<file path="src/sv/sll_pkg.sv">
`timescale 1ns / 1ps
// ----------------------------------------------------------------------------
// sll_pkg
// Shared constants, codes and types of the static linked list engine.
// ----------------------------------------------------------------------------
package sll_pkg;

	localparam int NODES  = 1024;
	localparam int NODE_W = $clog2(NODES);
	localparam int POS_W  = 10;
	localparam int DATA_W = 8;

	localparam logic [NODE_W-1:0] HEAD_NODE = NODE_W'(NODES - 1);
	localparam logic [NODE_W-1:0] LAST_FREE = NODE_W'(NODES - 2);
	localparam logic [POS_W-1:0]  MAX_LEN   = POS_W'(NODES - 2);

	typedef logic [1:0] mode_t;
	localparam mode_t MODE_INSERT = 2'd0;
	localparam mode_t MODE_DELETE = 2'd1;
	localparam mode_t MODE_READ   = 2'd2;

	typedef logic [1:0] status_t;
	localparam status_t STAT_OK     = 2'd0;
	localparam status_t STAT_BADPOS = 2'd1;
	localparam status_t STAT_FULL   = 2'd2;

	typedef enum logic [3:0] {
		ST_INIT,
		ST_IDLE,
		ST_INS_FREE,
		ST_INS_NEXT,
		ST_WALK,
		ST_INS_LINK,
		ST_INS_K,
		ST_DEL_J,
		ST_DEL_NJ,
		ST_DEL_F,
		ST_DEL_FW,
		ST_DEL_H,
		ST_RD_J,
		ST_RD_D,
		ST_RESP
	} seq_state_t;

	typedef struct packed {
		logic              link_we;
		logic [NODE_W-1:0] link_addr;
		logic [NODE_W-1:0] link_wdata;
		logic              elem_we;
		logic [NODE_W-1:0] elem_addr;
		logic [DATA_W-1:0] elem_wdata;
	} mem_req_t;

	typedef struct packed {
		logic [NODE_W-1:0] link_rdata;
		logic [DATA_W-1:0] elem_rdata;
	} mem_rsp_t;

endpackage

</file>
<file path="src/sv/sll_seq.sv">
`timescale 1ns / 1ps
// ----------------------------------------------------------------------------
// sll_seq
// Request sequencer: link init sweep, chain walk and read-modify-write steps.
// ----------------------------------------------------------------------------
module sll_seq
	import sll_pkg::*;
(
	input  logic              clk,
	input  logic              arst_n,
	input  logic              start,
	input  mode_t             mode,
	input  logic [POS_W-1:0]  position,
	input  logic [DATA_W-1:0] data_in,
	output logic              busy,
	output logic              done,
	output status_t           status,
	output logic [DATA_W-1:0] data_out,
	output logic [POS_W-1:0]  list_length,
	output mem_req_t          req,
	input  mem_rsp_t          rsp
);

	seq_state_t        state_q, state_d;
	logic [NODE_W-1:0] init_q;
	logic [POS_W-1:0]  count_q;
	logic              pend_q;
	mode_t             mode_q;
	logic [POS_W-1:0]  steps_q;
	logic [DATA_W-1:0] byte_q;
	logic [NODE_W-1:0] k_q;
	logic [NODE_W-1:0] j_q;
	status_t           status_q;
	logic [DATA_W-1:0] dout_q;
	logic [NODE_W-1:0] cur;
	logic              ins_ok;
	logic              pos_ok;

	assign cur    = pend_q ? rsp.link_rdata : k_q;
	assign pos_ok = (position != '0) && (position <= count_q);
	assign ins_ok = (position != '0) &&
		({1'b0, position} <= ({1'b0, count_q} + (POS_W+1)'(1)));

	always_ff @(posedge clk or negedge arst_n) begin
		if (!arst_n) begin
			state_q <= ST_INIT;
			init_q  <= '0;
			count_q <= '0;
			pend_q  <= 1'b0;
		end else begin
			state_q <= state_d;
			pend_q  <= (state_q == ST_WALK) && (steps_q != '0);
			if (state_q == ST_INIT) begin
				init_q <= init_q + 1'b1;
			end
			if (state_q == ST_INS_K) begin
				count_q <= count_q + 1'b1;
			end
			if (state_q == ST_DEL_H) begin
				count_q <= count_q - 1'b1;
			end
		end
	end

	always_ff @(posedge clk) begin
		case (state_q)
			ST_IDLE: begin
				mode_q   <= mode;
				steps_q  <= position - 1'b1;
				byte_q   <= data_in;
				status_q <= STAT_BADPOS;
				dout_q   <= '0;
				k_q      <= HEAD_NODE;
			end
			ST_INS_FREE: begin
				j_q <= rsp.link_rdata;
				if (rsp.link_rdata == '0) begin
					status_q <= STAT_FULL;
				end
			end
			ST_WALK: begin
				if (steps_q == '0) begin
					k_q <= cur;
				end else begin
					steps_q <= steps_q - 1'b1;
				end
			end
			ST_DEL_J: begin
				j_q <= rsp.link_rdata;
			end
			ST_RD_D: begin
				dout_q   <= rsp.elem_rdata;
				status_q <= STAT_OK;
			end
			ST_INS_K, ST_DEL_H: begin
				status_q <= STAT_OK;
			end
			default: begin
			end
		endcase
	end

	always_comb begin
		state_d = state_q;
		req     = '0;
		case (state_q)
			ST_INIT: begin
				req.link_we    = 1'b1;
				req.link_addr  = init_q;
				req.link_wdata = (init_q < LAST_FREE) ? init_q + 1'b1 : '0;
				if (init_q == HEAD_NODE) begin
					state_d = ST_IDLE;
				end
			end
			ST_IDLE: begin
				req.link_addr = '0;
				if (start) begin
					case (mode)
						MODE_INSERT: state_d = ins_ok ? ST_INS_FREE : ST_RESP;
						MODE_DELETE, MODE_READ: state_d = pos_ok ? ST_WALK : ST_RESP;
						default: state_d = ST_RESP;
					endcase
				end
			end
			ST_INS_FREE: begin
				req.link_addr = rsp.link_rdata;
				state_d = (rsp.link_rdata == '0) ? ST_RESP : ST_INS_NEXT;
			end
			ST_INS_NEXT: begin
				req.link_we    = 1'b1;
				req.link_addr  = '0;
				req.link_wdata = rsp.link_rdata;
				req.elem_we    = 1'b1;
				req.elem_addr  = j_q;
				req.elem_wdata = byte_q;
				state_d        = ST_WALK;
			end
			ST_WALK: begin
				req.link_addr = cur;
				if (steps_q == '0) begin
					case (mode_q)
						MODE_INSERT: state_d = ST_INS_LINK;
						MODE_DELETE: state_d = ST_DEL_J;
						default:     state_d = ST_RD_J;
					endcase
				end
			end
			ST_INS_LINK: begin
				req.link_we    = 1'b1;
				req.link_addr  = j_q;
				req.link_wdata = rsp.link_rdata;
				state_d        = ST_INS_K;
			end
			ST_INS_K: begin
				req.link_we    = 1'b1;
				req.link_addr  = k_q;
				req.link_wdata = j_q;
				state_d        = ST_RESP;
			end
			ST_DEL_J: begin
				req.link_addr = rsp.link_rdata;
				state_d       = ST_DEL_NJ;
			end
			ST_DEL_NJ: begin
				req.link_we    = 1'b1;
				req.link_addr  = k_q;
				req.link_wdata = rsp.link_rdata;
				state_d        = ST_DEL_F;
			end
			ST_DEL_F: begin
				req.link_addr = '0;
				state_d       = ST_DEL_FW;
			end
			ST_DEL_FW: begin
				req.link_we    = 1'b1;
				req.link_addr  = j_q;
				req.link_wdata = rsp.link_rdata;
				state_d        = ST_DEL_H;
			end
			ST_DEL_H: begin
				req.link_we    = 1'b1;
				req.link_addr  = '0;
				req.link_wdata = j_q;
				state_d        = ST_RESP;
			end
			ST_RD_J: begin
				req.elem_addr = rsp.link_rdata;
				state_d       = ST_RD_D;
			end
			ST_RD_D: begin
				state_d = ST_RESP;
			end
			ST_RESP: begin
				state_d = ST_IDLE;
			end
			default: begin
				state_d = ST_IDLE;
			end
		endcase
	end

	assign busy        = (state_q != ST_IDLE);
	assign done        = (state_q == ST_RESP);
	assign status      = status_q;
	assign data_out    = dout_q;
	assign list_length = count_q;

endmodule

</file>
<file path="config.mk">
export PLATFORM = sky130hd
export DESIGN_NAME = sll_seq
export DESIGN_NICKNAME = d
export VERILOG_FILES = /design/src/sv/sll_pkg.sv /design/src/sv/sll_seq.sv
export SDC_FILE = /design/constraint.sdc
export NUM_CORES = 1
export LEC_CHECK = 0
export ABC_AREA = 0
export BUFFER_PORTS_ARGS = -buffer_cell sky130_fd_sc_hd__buf_2
export CAP_MARGIN = 20
export CORE_MARGIN = 2
export CORE_UTILIZATION = 50
export DETAILED_ROUTE_END_ITERATION = 7
export PLACE_DENSITY = 0.82
export RECOVER_POWER = 100
export REMOVE_ABC_BUFFERS = 1
export SLEW_MARGIN = 20
export SYNTH_ARGS = -nofsm -noshare
export SYNTH_HDL_FRONTEND = slang
export SYNTH_SLANG_ARGS = --single-unit
</file>
<file path="constraint.sdc">
create_clock -name clk -period 4 [get_ports clk]
set_input_delay 0.4 -clock clk [delete_from_list [all_inputs] [get_ports clk]]
set_output_delay 0.4 -clock clk [all_outputs]
set_load 0.03 [all_outputs]
</file>
# Word level (Yosys, flattened, before mapping)
# Index checks and enable logic that the tools add are counted.
# word_totals
regBits,75
inputBits,41
out_inout_bits,62
wordCells,96
# classes
add_sub_neg,6
n_lt_le_gt_ge,3
n_eq_ne,24
mux,26
reduce_logical,26
# op_table
operator,n
10-bit two-way mux,6
10-bit case mux with 2 select lines,3
10-bit case mux with 5 select lines,1
4-bit case mux with 12 select lines,1
10-bit case mux with 3 select lines,1
10-bit by 1-bit subtractor with 10-bit output (second input constant),3
4-bit == test (second input constant),7
4-bit two-way mux,6
10-bit by 1-bit adder with 10-bit output (second input constant),2
10-bit zero test,2
10-bit nonzero test,2
4-bit by 3-bit == test with 1-bit output (second input constant),4
4-bit case mux with 2 select lines,2
8-bit case mux with 2 select lines,1
10-bit by 1-bit adder with 11-bit output (second input constant),1
10-bit by 11-bit less-or-equal comparator with 1-bit output,1
10-bit == test (second input constant),1
10-bit less-or-equal comparator,1
10-bit < comparator (second input constant),1
2-bit OR reduction,5
4-bit by 2-bit == test with 1-bit output (second input constant),2
8-bit two-way mux,1
7-bit OR reduction,1
2-bit inequality test (second input constant),3
17 further kinds,27

# Depth between registers and ports, before layout
# depth
depth_word,7
ltp_mapped,12
mapped_depth_nobuf,11

# Worst setup path after synthesis
# No wires, ideal clock.
# synth_timing
path_kind,register -> register
startpoint,register state_q[2]
endpoint,"register count_q[8], in the netlist list_length[8]"
setup_time_ns,0.087
arrival_ns,2.510
t_required_ns,3.913
slack_ns,1.403
path_stages_with_launch,13
path_buffers,1
synth_period_minus_slack_ns,2.597
path_cell_list,dfrtp_1 -> buf_6 -> nand2b_1 -> nor2_1 -> nand2_1 -> inv_1 -> ha_1 -> nor2b_1 -> o21a_1 -> o21ai_0 -> a211oi_1 -> or4_1 -> o211ai_1
# synth_between
elab_chain_cells,2
word_cells_on_any_way,4
cone_classes,eq/ne: 2; mux: 1; reduce/logical: 1
# synth_rtl
item,line_no,text
"start, declared",sll_seq.sv:24,"seq_state_t state_q, state_d;"
"start signal, assigned",sll_seq.sv:51,state_q <= state_d;
4-bit == test / 4-bit by 3-bit == test with 1-bit output (equally long branches),"sll_seq.sv:59, sll_seq.sv:56",
10-bit two-way mux / 2-bit nonzero test (equally long branches),-,
"end signal, assigned",sll_seq.sv:57,count_q <= count_q + 1'b1;
"end signal, assigned",sll_seq.sv:60,count_q <= count_q - 1'b1;
"end, declared",sll_seq.sv:26,logic [POS_W-1:0] count_q;
# Several ways; a longest one is shown, not always the timed one.
# A chain may end at the register's enable or synchronous reset.

==> results by group <==
Clocking
  – Sink Count: 75
  – Post-CTS sizing: 0
  – Setup bufs post-CTS: 0
  – Maximum level of the CTS H-tree: 3
  – CTS Buffer Depth: 2
  – TritonCTS clock tree: built
  – Worst-Skew Late Latency: 0.36 ns
  – Hold Buf Count CTS: 0
  – Root buf cell: clkbuf_8
  – Clk slew on worst S/H paths: 0.09 ns
  – CTS Buf Count: 9

Floorplan
  – Rows: 36
  – Initial core utilization: between 50 and 60%
  – Die H: approximately 100 um
  – Core box area: 9819 sq um
  – Die area: between 10000 and 15000 sq um
  – Io pins: 103
  – Chip Width: 104.9 um

Setup path
  – Biggest cell delay along the critical path: slightly below 0.7 ns
  – Setup crit end kind: output port
  – Critical path type: reg -> out
  – FF-to-FF Start: state_q[1]
  – Worst R2R Path Depth: 7
  – Reg2Reg Setup Slack: 0.59 ns
  – Worst path required time: 3.60 ns
  – Critical Path, Cell by Cell: or2_2 > nor3_1 > clkbuf_1 > nand2b_1 > o21ai_0 > buf_2
  – Slowest cell on the critical path: clkbuf_1
  – Crit path arrival time: between 3 and 4 ns
  – R2r endpoint: steps_q[9]
  – Largest fanout on the critical path: 20
  – Crit path launch type: flop

Cells and area
  – Area growth, synth to finish: 14.72%
  – Post-layout util: 59.49%
  – Fraction of layout cells with a size suffix above 1: roughly 12%
  – Final Non-Filler Cells: 758
  – Most common cell after layout, fill and taps aside: nand2_1
  – Diodes inserted: 0
  – Most frequent cells in the layout: nand2_1, clkbuf_1, edfxtp_1, buf_2
  – Fill cells: between 900 and 1000
  – Layout net count: 695

Drt
  – Vias per cell: 5.806
  – DRC viols: 0
  – Routed len/inst: 17.11 um
  – First-pass DRT Iterations: 7
  – DR iter-0 viols: around 300
  – Via count: 4401
  – ANT nets after route: 0
  – Final wirelength: 12970 um

Global route
  – Pin count of the biggest net entering global routing: 28
  – First-pass GRT wire length: 20930 um
  – Initial antenna violation count: 0
  – Vias in the first global route: between 4000 and 5000
  – GRT Util Overall: roughly a quarter
  – Global route overflow: 0

Timing
  – Fin crit period: 3.555 ns
  – Final Max Slew Viols: 0
  – Max_slew headroom: under 10%
  – Slew @ Worst Pin: 1.446 ns
  – Final setup fails: 0
  – Post-route clock period utilization: between 80% and 90%
  – Final hold violation count: 0
  – Maximum clock frequency: roughly 280 MHz
  – Unrepaired setup endpoints after global routing: no
  – Clock skew: 0.01003 ns
  – Setup_tns: 0 ns

Logic synthesis
  – Synth Cell Area: just over 5000 sq um
  – Synth warnings: 0
  – Mean Syn Cell Area: 9.737 sq um
  – Cells after synthesis: 523
  – Post-synthesis sequential area ratio: 41.77%
  – Asr flop ratio synth: approximately 33%
  – Count of flip-flops with a built-in enable after synthesis: 50
  – Synth unique cells: 57
  – Ys flop type: edfxtp_1
  – Register bit total from synthesis: 75

Hold path
  – Worst Hold Depth: 1
  – Hold EP: byte_q[2]
  – Min-delay src: data_in[2]
  – HP Class: in -> reg

Job
  – Max-cap violations: 0

Run status
  – Status: completed

Power and ir drop
  – Pwr Density: 280.6 nW/um^2
  – P_leak: 2.244 nW
  – Max IR drop VDD: 0.1782 mV

Placement
  – Count of input and output buffers: between 100 and 150
  – RePlAce Congestion: between 0.9 and 1
  – Cells after DPL: 742
  – Final HPWL DP: 9667 um
[state kept, by name, indices dropped and copies added, names as in the netlist, 4 cells and up]
name	flops
init_q	10
j_q	10
k_q	10
list_length	10
steps_q	10
byte_q	8
data_out	8
state_q	4
[kinds of logic (layout without fill, tap and decap cells)]
group,Yosys count,after routing,share of synthesized area [%]
AO/OA/AOI/OAI,119,119,16.04
XOR/XNOR,41,41,7.052
adder cells (fa/ha/maj),34,34,8.501
buffers and inverters,50,152,4.472
flip-flops,75,75,41.77
multiplexers,21,21,4.275
AND/OR/NAND/NOR,183,183,17.89
[final cells by class]
| class | count | area, sq um | share of cell area, % |
|---|---|---|---|
| well taps | 133 | 166.4 | 2.849 |
| clock inverters | 7 | 123.9 | 2.120 |
| multi-input cells | 398 | 2716 | 46.50 |
| clock buffers | 9 | 123.9 | 2.120 |
| repair buffers | 111 | 490.5 | 8.396 |
| flip-flops and latches | 75 | 2127 | 36.41 |
| inverters | 25 | 93.84 | 1.606 |
[metrics by stage]
step	hold WS (ns)	worst slack, ns	cell area (sq um)	total power, W
after floorplan	0.1044	0.6306	4959	0.0008824
after global placement	0.4306	1.048	5708	0.0009275
after detailed placement	0.4429	0.8404	5708	0.0009319
after CTS	0.05758	0.7355	5956	0.001650
after global routing	0.2021	0.2494	5842	0.001691
final	0.2185	0.4454	5842	0.001639
[how the worst max path moves through the flow]
stage               start              to  depth (start not counted)
4_1_cts        state_q[1]         req[29]                          6
2_1_floorplan  state_q[2]         req[21]                          4
5_1_grt        state_q[3]         req[27]                          6
6_report       state_q[3]         req[28]                          6
3_3_place_gp   state_q[3]  list_length[8]                         11
3_5_place_dp   state_q[3]  list_length[8]                         11
[routing by layer]
metal / up-vias / track usage (%) / part of all wire [%]
met5: - / 0 / 0
met4: 0 / 7.333 / 2.1
met3: 23 / 3.993 / 7.0
met2: 197 / 41.28 / 49
met1: 2072 / 29.82 / 42
li1: 2109 / - / -
[worst max-delay path, delay by kind of cell (launching register included)]
| family | cells | cell delay, ns |
|---|---|---|
| compound gates | 1 | 0.34 |
| buf+inv | 2 | 0.94 |
| flops | 1 | 0.57 |
| simple gates | 3 | 0.96 |
[where the power goes]
group | internal (W) | switching [W] | total (W)
Sequential | 0.000825 | 0 | 0.000825
Combinational | 0.0000360 | 0.0000523 | 0.0000883
Clock | 0.000420 | 0.000306 | 0.000726
[cells in the mapped netlist, drive strengths merged, types with 10 or more instances]
| cell type | count | share of area (%) |
|---|---|---|
| a21oi | 20 | 2.0 |
| a222oi | 10 | 2.0 |
| a22o | 10 | 1.7 |
| and2 | 17 | 2.1 |
| buf | 14 | 1.8 |
| clkbuf | 11 | 0.84 |
| dfrtp | 25 | 12 |
| edfxtp | 50 | 29 |
| ha | 33 | 8.1 |
| inv | 25 | 1.8 |
| mux2i | 21 | 4.3 |
| nand2 | 67 | 4.9 |
| nand3 | 18 | 1.9 |
| nor2 | 31 | 2.3 |
| nor3 | 12 | 1.5 |
| o21ai | 33 | 3.2 |
| xnor2 | 30 | 5.2 |
| xor2 | 11 | 1.9 |
(Power assumes the default switching activity.)
